--- config.mk ---
export PLATFORM = sky130hd
export DESIGN_NAME = mesh_route_link_list
export DESIGN_NICKNAME = d
export VERILOG_FILES = /design/src/rtl/mrll_pkg.sv /design/src/rtl/mrll_cfg_regs.sv /design/src/rtl/mrll_ctrl.sv /design/src/rtl/mrll_datapath.sv /design/src/rtl/mesh_route_link_list.sv
export SDC_FILE = /design/constraint.sdc
export NUM_CORES = 1
export LEC_CHECK = 0
export ABC_AREA = 1
export ABC_CLOCK_PERIOD_IN_PS = 7170
export BUFFER_PORTS_ARGS = -buffer_cell sky130_fd_sc_hd__buf_2
export CELL_PAD_IN_SITES_DETAIL_PLACEMENT = 1
export CELL_PAD_IN_SITES_GLOBAL_PLACEMENT = 1
export CORE_MARGIN = 2
export CORE_UTILIZATION = 33
export DETAILED_ROUTE_END_ITERATION = 12
export MAX_ROUTING_LAYER = met4
export PLACE_DENSITY = 0.62
export SYNTH_ARGS = -nofsm -noshare
export SYNTH_HDL_FRONTEND = slang
export SYNTH_HIERARCHICAL = 1
export SYNTH_SLANG_ARGS = --single-unit
--- constraint.sdc ---
create_clock -name clk -period 7.17 [get_ports clk]
set_input_delay 0.717 -clock clk [delete_from_list [all_inputs] [get_ports clk]]
set_output_delay 0.717 -clock clk [all_outputs]
set_load 0.01 [all_outputs]
--- src/rtl/mrll_pkg.sv ---
// ----------------------------------------------------------------------------
// mrll_pkg: shared types and constants for the mesh route link lister
// Widths, register indexes, controller commands and the size clamp helper.
// ----------------------------------------------------------------------------
package mrll_pkg;

  localparam int MAX_DIM_SIZE = 16;

  // Fixed field widths
  localparam int CFG_W     = 5;
  localparam int CFG_IDX_W = 2;
  localparam int NODE_W    = 12;
  localparam int LINK_W    = 14;
  localparam int AXIS_W    = 2;

  // Widths that follow from the largest mesh dimension
  localparam int DIM_W   = $clog2(MAX_DIM_SIZE + 1);
  localparam int COORD_W = $clog2(MAX_DIM_SIZE);
  localparam int PLANE_W = $clog2(MAX_DIM_SIZE * MAX_DIM_SIZE + 1);
  localparam int TOTAL_W = $clog2(MAX_DIM_SIZE * MAX_DIM_SIZE * MAX_DIM_SIZE + 1);
  localparam int CMP_W   = (NODE_W > TOTAL_W) ? NODE_W : TOTAL_W;
  localparam int SHW     = (NODE_W > PLANE_W + COORD_W) ? NODE_W : PLANE_W + COORD_W;
  localparam int BIT_W   = (COORD_W > 1) ? $clog2(COORD_W) : 1;

  localparam logic [CFG_W-1:0] SIZE_RESET = CFG_W'(4);

  // Register indexes
  localparam logic [CFG_IDX_W-1:0] REG_X_SIZE = CFG_IDX_W'(0);
  localparam logic [CFG_IDX_W-1:0] REG_Y_SIZE = CFG_IDX_W'(1);
  localparam logic [CFG_IDX_W-1:0] REG_Z_SIZE = CFG_IDX_W'(2);

  typedef enum logic [AXIS_W-1:0] {
    AXIS_X,
    AXIS_Y,
    AXIS_Z
  } axis_t;

  typedef struct packed {
    logic [CFG_W-1:0] x;
    logic [CFG_W-1:0] y;
    logic [CFG_W-1:0] z;
  } sizes_t;

  typedef enum logic [3:0] {
    OP_NONE,
    OP_LOAD,
    OP_MUL1,
    OP_MUL2,
    OP_DIV,
    OP_PREP1,
    OP_PREP2,
    OP_HOP,
    OP_SINGLE
  } op_t;

  typedef struct packed {
    op_t              op;
    logic             div_y;
    logic [BIT_W-1:0] div_bit;
  } cmd_t;

  typedef struct packed {
    logic bad;
    logic same;
    logic last;
  } status_t;

  // Clamp a size register into 1..MAX_DIM_SIZE
  function automatic logic [DIM_W-1:0] eff_size(input logic [CFG_W-1:0] v);
    logic [DIM_W-1:0] r;
    if (v == '0) begin
      r = DIM_W'(1);
    end else if (int'(v) > MAX_DIM_SIZE) begin
      r = DIM_W'(MAX_DIM_SIZE);
    end else begin
      r = DIM_W'(v);
    end
    return r;
  endfunction

endpackage

--- src/rtl/mrll_cfg_regs.sv ---
// ----------------------------------------------------------------------------
// mrll_cfg_regs: mesh size registers
// Holds x, y and z sizes; writes land whenever the write channel fires.
// ----------------------------------------------------------------------------
module mrll_cfg_regs import mrll_pkg::*; (
  input  logic                 clk,
  input  logic                 rst,
  input  logic                 cfg_valid,
  output logic                 cfg_ready,
  input  logic [CFG_IDX_W-1:0] cfg_index,
  input  logic [CFG_W-1:0]     cfg_data,
  output sizes_t               sizes
);

  logic wr;

  // Always take writes
  assign cfg_ready = 1'b1;
  assign wr        = cfg_valid && cfg_ready;

  // Update the addressed register, ignore unknown indexes
  always_ff @(posedge clk) begin
    if (rst) begin
      sizes.x <= SIZE_RESET;
      sizes.y <= SIZE_RESET;
      sizes.z <= SIZE_RESET;
    end else if (wr) begin
      if (cfg_index == REG_X_SIZE) sizes.x <= cfg_data;
      if (cfg_index == REG_Y_SIZE) sizes.y <= cfg_data;
      if (cfg_index == REG_Z_SIZE) sizes.z <= cfg_data;
    end
  end

endmodule

--- src/rtl/mrll_ctrl.sv ---
// ----------------------------------------------------------------------------
// mrll_ctrl: route sequencer
// Steps the datapath through load, size products, checks, coordinate
// division, start-link setup and one hop per free output slot, or a single result.
// ----------------------------------------------------------------------------
module mrll_ctrl import mrll_pkg::*; (
  input  logic    clk,
  input  logic    rst,
  input  logic    in_valid,
  output logic    in_ready,
  input  logic    out_ready,
  output logic    out_valid,
  input  status_t status,
  output cmd_t    cmd
);

  typedef enum logic [3:0] {
    S_IDLE,
    S_MUL1,
    S_MUL2,
    S_CHECK,
    S_DIV,
    S_PREP1,
    S_PREP2,
    S_HOP,
    S_SINGLE
  } state_t;

  state_t           state;
  state_t           state_next;
  logic             div_y;
  logic             div_y_next;
  logic [BIT_W-1:0] div_bit;
  logic [BIT_W-1:0] div_bit_next;
  logic             out_valid_next;
  logic             out_free;
  logic             emit;

  assign in_ready = (state == S_IDLE);
  assign out_free = !out_valid || out_ready;

  // Next state and command
  always_comb begin
    state_next   = state;
    div_y_next   = div_y;
    div_bit_next = div_bit;
    cmd.op       = OP_NONE;
    cmd.div_y    = div_y;
    cmd.div_bit  = div_bit;
    emit         = 1'b0;
    unique case (state)
      S_IDLE: begin
        if (in_valid) begin
          cmd.op     = OP_LOAD;
          state_next = S_MUL1;
        end
      end
      S_MUL1: begin
        cmd.op     = OP_MUL1;
        state_next = S_MUL2;
      end
      S_MUL2: begin
        cmd.op       = OP_MUL2;
        div_y_next   = 1'b0;
        div_bit_next = BIT_W'(COORD_W - 1);
        state_next   = S_CHECK;
      end
      S_CHECK: begin
        if (status.bad || status.same) state_next = S_SINGLE;
        else state_next = S_DIV;
      end
      S_DIV: begin
        cmd.op = OP_DIV;
        if (div_bit == '0) begin
          if (div_y) begin
            state_next = S_PREP1;
          end else begin
            div_y_next   = 1'b1;
            div_bit_next = BIT_W'(COORD_W - 1);
          end
        end else begin
          div_bit_next = div_bit - 1'b1;
        end
      end
      S_PREP1: begin
        cmd.op     = OP_PREP1;
        state_next = S_PREP2;
      end
      S_PREP2: begin
        cmd.op     = OP_PREP2;
        state_next = S_HOP;
      end
      S_HOP: begin
        if (out_free) begin
          cmd.op = OP_HOP;
          emit   = 1'b1;
          if (status.last) state_next = S_IDLE;
        end
      end
      S_SINGLE: begin
        if (out_free) begin
          cmd.op     = OP_SINGLE;
          emit       = 1'b1;
          state_next = S_IDLE;
        end
      end
      default: state_next = S_IDLE;
    endcase
    // Hold the result until taken, refill on emit
    if (emit) out_valid_next = 1'b1;
    else if (out_ready) out_valid_next = 1'b0;
    else out_valid_next = out_valid;
  end

  // State and registered outputs
  always_ff @(posedge clk) begin
    if (rst) begin
      state     <= S_IDLE;
      div_y     <= 1'b0;
      div_bit   <= '0;
      out_valid <= 1'b0;
    end else begin
      state     <= state_next;
      div_y     <= div_y_next;
      div_bit   <= div_bit_next;
      out_valid <= out_valid_next;
    end
  end

endmodule

--- src/rtl/mrll_datapath.sv ---
// ----------------------------------------------------------------------------
// mrll_datapath: coordinate split, link arithmetic and result register
// Restoring division recovers z and y one quotient bit per command; start
// links are built over the setup stages and then stepped by stride.
// ----------------------------------------------------------------------------
module mrll_datapath import mrll_pkg::*; (
  input  logic              clk,
  input  logic [NODE_W-1:0] source_node,
  input  logic [NODE_W-1:0] dest_node,
  input  sizes_t            sizes,
  input  cmd_t              cmd,
  output status_t           status,
  output logic [LINK_W-1:0] link_number,
  output logic [AXIS_W-1:0] link_axis,
  output logic              is_last,
  output logic              empty_route,
  output logic              bad_node
);

  logic [NODE_W-1:0]  src, dst;
  logic [DIM_W-1:0]   nx, ny, nz;
  logic [PLANE_W-1:0] plane, nzx, nzy;
  logic [TOTAL_W-1:0] total;
  logic [NODE_W-1:0]  rem_s, rem_d;
  logic [COORD_W-1:0] zq_s, yq_s, zq_d, yq_d;
  logic [COORD_W-1:0] cnt_x, cnt_y, cnt_z;
  logic [COORD_W-1:0] lo_x, x1;
  logic [PLANE_W-1:0] ax, ay, pz;
  logic [TOTAL_W-1:0] qz;
  logic [LINK_W-1:0]  start_x, start_y, start_z;

  // Division step
  logic [SHW-1:0]     div_base, div_shift;
  logic               ge_s, ge_d;

  // Coordinate views
  logic [COORD_W-1:0] x0c, x1c, y0c, y1c, z0c, z1c;
  logic [COORD_W-1:0] lo_y, lo_z;

  // Link arithmetic operands
  logic [LINK_W-1:0]  l_total, l_plane, l_nzx, l_nzy, l_x1, l_nx;

  logic               last_x, last_y, last_z;

  assign div_base  = cmd.div_y ? SHW'(nx) : SHW'(plane);
  assign div_shift = div_base << cmd.div_bit;
  assign ge_s      = SHW'(rem_s) >= div_shift;
  assign ge_d      = SHW'(rem_d) >= div_shift;

  assign x0c = rem_s[COORD_W-1:0];
  assign x1c = rem_d[COORD_W-1:0];
  assign y0c = yq_s;
  assign y1c = yq_d;
  assign z0c = zq_s;
  assign z1c = zq_d;
  assign lo_y = (y0c < y1c) ? y0c : y1c;
  assign lo_z = (z0c < z1c) ? z0c : z1c;

  assign l_total = LINK_W'(total);
  assign l_plane = LINK_W'(plane);
  assign l_nzx   = LINK_W'(nzx);
  assign l_nzy   = LINK_W'(nzy);
  assign l_x1    = LINK_W'(x1);
  assign l_nx    = LINK_W'(nx);

  // Status back to the sequencer
  assign status.bad  = (CMP_W'(src) >= CMP_W'(total)) || (CMP_W'(dst) >= CMP_W'(total));
  assign status.same = (src == dst);
  assign last_x = (cnt_x == COORD_W'(1)) && (cnt_y == '0) && (cnt_z == '0);
  assign last_y = (cnt_x == '0) && (cnt_y == COORD_W'(1)) && (cnt_z == '0);
  assign last_z = (cnt_x == '0) && (cnt_y == '0) && (cnt_z == COORD_W'(1));
  assign status.last = last_x || last_y || last_z;

  always_ff @(posedge clk) begin
    unique case (cmd.op)
      // Capture the item and clamp the sizes
      OP_LOAD: begin
        src <= source_node;
        dst <= dest_node;
        nx  <= eff_size(sizes.x);
        ny  <= eff_size(sizes.y);
        nz  <= eff_size(sizes.z);
      end
      // Plane and side-face products
      OP_MUL1: begin
        plane <= PLANE_W'(nx) * PLANE_W'(ny);
        nzx   <= PLANE_W'(nz) * PLANE_W'(nx);
        nzy   <= PLANE_W'(nz) * PLANE_W'(ny);
      end
      // Node count, seed the dividers
      OP_MUL2: begin
        total <= TOTAL_W'(plane) * TOTAL_W'(nz);
        rem_s <= src;
        rem_d <= dst;
        zq_s  <= '0;
        yq_s  <= '0;
        zq_d  <= '0;
        yq_d  <= '0;
      end
      // One quotient bit for both nodes
      OP_DIV: begin
        if (ge_s) begin
          rem_s <= rem_s - NODE_W'(div_shift);
          if (cmd.div_y) yq_s[cmd.div_bit] <= 1'b1;
          else zq_s[cmd.div_bit] <= 1'b1;
        end
        if (ge_d) begin
          rem_d <= rem_d - NODE_W'(div_shift);
          if (cmd.div_y) yq_d[cmd.div_bit] <= 1'b1;
          else zq_d[cmd.div_bit] <= 1'b1;
        end
      end
      // Hop counts and first-level products
      OP_PREP1: begin
        lo_x  <= (x0c < x1c) ? x0c : x1c;
        x1    <= x1c;
        cnt_x <= (x0c < x1c) ? x1c - x0c : x0c - x1c;
        cnt_y <= (y0c < y1c) ? y1c - y0c : y0c - y1c;
        cnt_z <= (z0c < z1c) ? z1c - z0c : z0c - z1c;
        ax    <= PLANE_W'(y0c) + PLANE_W'(z0c) * PLANE_W'(ny);
        ay    <= PLANE_W'(lo_y) + PLANE_W'(z0c) * (PLANE_W'(ny) - PLANE_W'(1));
        pz    <= PLANE_W'(y1c) * PLANE_W'(nx);
        qz    <= TOTAL_W'(lo_z) * TOTAL_W'(plane);
      end
      // First link of each axis
      OP_PREP2: begin
        start_x <= LINK_W'(lo_x) + LINK_W'(ax) * (l_nx - LINK_W'(1));
        start_y <= (l_total - l_nzy) + l_x1 + l_nx * LINK_W'(ay);
        start_z <= (l_total - l_nzy) + (l_total - l_nzx) + l_x1
                   + LINK_W'(pz) + LINK_W'(qz);
      end
      // Emit the next link and advance along its axis
      OP_HOP: begin
        is_last     <= status.last;
        empty_route <= 1'b0;
        bad_node    <= 1'b0;
        if (cnt_x != '0) begin
          link_number <= start_x;
          link_axis   <= AXIS_X;
          start_x     <= start_x + LINK_W'(1);
          cnt_x       <= cnt_x - 1'b1;
        end else if (cnt_y != '0) begin
          link_number <= start_y;
          link_axis   <= AXIS_Y;
          start_y     <= start_y + l_nx;
          cnt_y       <= cnt_y - 1'b1;
        end else begin
          link_number <= start_z;
          link_axis   <= AXIS_Z;
          start_z     <= start_z + l_plane;
          cnt_z       <= cnt_z - 1'b1;
        end
      end
      // Lone result for a bad node or an empty route
      OP_SINGLE: begin
        link_number <= '0;
        link_axis   <= AXIS_X;
        is_last     <= 1'b1;
        empty_route <= !status.bad;
        bad_node    <= status.bad;
      end
      default: begin
      end
    endcase
  end

endmodule

--- src/rtl/mesh_route_link_list.sv ---
// ----------------------------------------------------------------------------
// mesh_route_link_list: dimension-order route on a 3D mesh as link numbers
// Splits source and destination into coordinates and lists every link
// crossed going x, then y, then z.
// ----------------------------------------------------------------------------
//
//  channel  handshake            payload
//  -------  -------------------  -----------------------------------------
//  input    in_valid / in_ready  source_node, dest_node
//  output   out_valid/out_ready  link_number, link_axis, is_last,
//                                empty_route, bad_node
//  config   cfg_valid/cfg_ready  cfg_index, cfg_data
//
//  Sequence: each item is loaded, then come the size products, a check, the
//  restoring division steps for z and y, the start-link setup and one hop
//  per result while the output is free; a bad node or empty route goes from
//  the check straight to a single result.
//  Reset: synchronous; sizes return to 4, no result pending.
//  Stalls: the result register holds while out_ready is low and the hop
//  sequence waits; in_ready is high only between items.
//
module mesh_route_link_list import mrll_pkg::*; (
  input  logic                 clk,
  input  logic                 rst,
  input  logic                 in_valid,
  output logic                 in_ready,
  input  logic [NODE_W-1:0]    source_node,
  input  logic [NODE_W-1:0]    dest_node,
  output logic                 out_valid,
  input  logic                 out_ready,
  output logic [LINK_W-1:0]    link_number,
  output logic [AXIS_W-1:0]    link_axis,
  output logic                 is_last,
  output logic                 empty_route,
  output logic                 bad_node,
  input  logic                 cfg_valid,
  output logic                 cfg_ready,
  input  logic [CFG_IDX_W-1:0] cfg_index,
  input  logic [CFG_W-1:0]     cfg_data
);

  sizes_t  sizes;
  cmd_t    cmd;
  status_t status;

  mrll_cfg_regs u_cfg (
    .clk       (clk),
    .rst       (rst),
    .cfg_valid (cfg_valid),
    .cfg_ready (cfg_ready),
    .cfg_index (cfg_index),
    .cfg_data  (cfg_data),
    .sizes     (sizes)
  );

  mrll_ctrl u_ctrl (
    .clk       (clk),
    .rst       (rst),
    .in_valid  (in_valid),
    .in_ready  (in_ready),
    .out_ready (out_ready),
    .out_valid (out_valid),
    .status    (status),
    .cmd       (cmd)
  );

  mrll_datapath u_dp (
    .clk         (clk),
    .source_node (source_node),
    .dest_node   (dest_node),
    .sizes       (sizes),
    .cmd         (cmd),
    .status      (status),
    .link_number (link_number),
    .link_axis   (link_axis),
    .is_last     (is_last),
    .empty_route (empty_route),
    .bad_node    (bad_node)
  );

endmodule

==> reports/qor.yml <==
routing:
  first_pass_iters: 6
  post-route-drc-count: 0
  via_count: 20991
  ant_nets: 0
  viasPerCell: 4.84
  drt_iter0_drc: 1058
  wirelength_um: 80100
  wl_per_cell_um: 18.5
place:
  globalplace.congestion: 0.897
  numPortBuffers: 56
  place_ws_ps: 1550
  post-dp-hpwl_um: 65200
  place_area_um2: 28500
clock_network:
  holdBufCountCts: 0
  cts_tree: "built"
  cts_sinks: 263
  ctsResizeCount: 0
  cts_buffer_depth: 3
  clkLatencyLatePin_ps: 550
  clk_pin_slew_worst_paths_ps: 60
  cts_root_buf: "clkbuf_16"
  cts_htree_levels: 2
  postCtsSetupRepairBufs: 0
  cts_buffers: 35
timing:
  fin_skew_ps: 21.3
  period_needed_ps: 5560
  max_slew_margin_pct: 33.4
  worst_slack_ps: 1610
  rsz0062_at_grt: "no"
  fin_crit_sh_pct: 77.6
  setup_tns_ps: 0
  max_freq_mhz: 180
  setup_violations: 0
  worst_slew_pin_slew_ps: 999
  finalHoldViolCount: 0
  slew_violations: 0
synth:
  synth_cells: 3203
  ys.warnings.count: 6
  synth_common_cells: "nand2_1 (655), inv_1 (640), ha_1 (340), edfxtp_1 (240), nor2_1 (220)"
  synth_most_common_cell: "nand2_1"
  synth_edf_count: 240
  synth.distinct_cells: 60
  syn_avg_cell_area_um2: 8.43
  ys.flop_type: "edfxtp_1"
  ys_ff_latch: 263
  async_flop_share_pct: 0
  ys_top_cells_by_area: "edfxtp_1 (27%), ha_1 (16%), fa_1 (15%)"
  ys_seq_area_share_pct: 28.4
  synth_top_cell_area_share_pct: 26.7
  synth_nets: 3776
  synth_area_leader_cell: "edfxtp_1"
  netlist_area_um2: 27000
worst_setup_path:
  max_stage_delay_ps: 590
  endpoint_kind: "register"
  start_kind: "register"
  cp_common_cell: "inv_1"
  arrival_ps: 5860
  cp_num_buf_inv: 6
  path_cells: "buf_4 > inv_1 > ha_1 > xnor2_1 > nor2_1 > fa_1 > inv_1 > fa_1 > inv_1 > fa_1 > inv_1 > fa_1 > inv_1 > ha_1 > a21oi_1 > a21boi_1 > o21ai_0 > nand3_1 > nand3_1 > nand3_1 > nand2_1"
  criticalPathCategory: "register to register"
  r2r_slack_ps: 1610
  crit_family: "adder cells"
  cp_slowest_cell: "xnor2_1"
  worst-path-max-fanout: 27
  cp.required_ps: 7470
min_path:
  hp-class: "input port to register"
finish:
  area_delta_synth_final_pct: 9.81
  seq_area_um2: 7670
  n_antenna_cell: 0
  fin_area_um2: 29600
  n_fill_cell: 9647
  postLayoutCoreUtil_pct: 36.7
  nets: 3821
  multiInputGateArea_um2: 16600
  drive_above_1_share_pct: 5.93
grt:
  grt_max_degree: 64
  grt_pass1_vias: 21906
  grt_pass1_wl_um: 127000
  track_usage_pct: 19.8
  overflow: 0
  antenna_found_initial: 1
floorplan:
  start_util_pct: 33.4
  row_count: 104
  die_w_um: 290
  die_area_um2: 84100
  design.core.area_um2: 80800
  dieHeight_um: 290
  pin_count: 58
outcome:
  status: "finished clean"
run:
  drv_cap: 0
cells by family (layout without fill, tap and decap cells):
kind of cell,count (synthesis),in the layout,share of synthesized area [%]
other,1,1,0.0139
flip-flops,263,263,28.4
XOR/XNOR,146,146,4.74
adder cells (fa/ha/maj),537,537,30.4
multiplexers,2,2,0.0742
buffers and inverters,723,794,10.3
AO/OA/AOI/OAI,417,417,8.49
AND/OR/NAND/NOR,1114,1114,17.6
layer usage:
metal  track usage [%]  share of wire (%)  vias up  wire length (µm)
li1                  -                  -    10355                 -
met4              3.54                1.5        0              1210
met3              1.56                3.1       72              2460
met5                 -                  0        -                 0
met2              32.3                 47      278             37300
met1              27.2                 49    10286             39100
placed cells by master (no fill, tap or decap), types with 6 or more instances in the layout:
cell and count:
o21a_1 7, a31oi_1 20, dfxtp_1 23, buf_4 27, nand2_1 654, buf_2 56, clkbuf_1 7, o21ai_1 10
nand3_1 124, o21ai_0 157, a21oi_1 158, nor2_1 219, fa_1 197, o21bai_1 11, xnor2_1 60, inv_1 640
nand4_1 27, o22ai_1 10, clkinv_2 7, xor2_1 86, clkbuf_16 37, ha_1 340, or2_2 11, a22oi_1 10
o211ai_1 6, nor2_2 6, nand2_2 7, nor2_4 7, clkinv_1 8, edfxtp_1 240, nor3_1 27, o31ai_1 7
layout make-up:
type | count | area share, %
well taps | 1060 | 4.47
clock inverters | 18 | 0.713
flip-flops and latches | 263 | 25.9
repair buffers | 83 | 1.63
multi-input cells | 2217 | 55.8
clock buffers | 45 | 3.26
inverters | 648 | 8.21
sequential cells by signal, indices dropped and copies added (netlist names), 12 cells and up:
register          cells
u_dp/src             12
u_dp/start_y         14
u_dp/link_number     14
u_dp/rem_s           12
u_dp/start_z         14
u_dp/rem_d           12
u_dp/total           13
u_dp/qz              13
u_dp/start_x         14
u_dp/dst             12
u_cfg/sizes          15
metrics by stage:
step | std cells | hold slack, ps
floorplan | 3203 | 449
global placement | 4271 | 489
detailed placement | 4271 | 494
CTS | 4334 | 309
global route | 4334 | 322
finish | 4334 | 345
final timing paths:
| path | start | end | cells past startpoint |
|---|---|---|---|
| min reg2reg | u_cfg/sizes[12]$_SDFFE_PP1P_ | u_cfg/sizes[12]$_SDFFE_PP1P_ | 2 |
| min | source_node[3] | u_dp/src[3]$_DFFE_PN_ | 1 |
| max | u_dp/nx[1]$_SDFFCE_PP0N_ | u_dp/start_x[10]$_DFFE_PP_ | 21 |
| max reg2reg | u_dp/nx[1]$_SDFFCE_PP0N_ | u_dp/start_x[10]$_DFFE_PP_ | 21 |
Power is not shown: default switching activity piles up to over one toggle a cycle in this logic, so the estimate is an artifact.
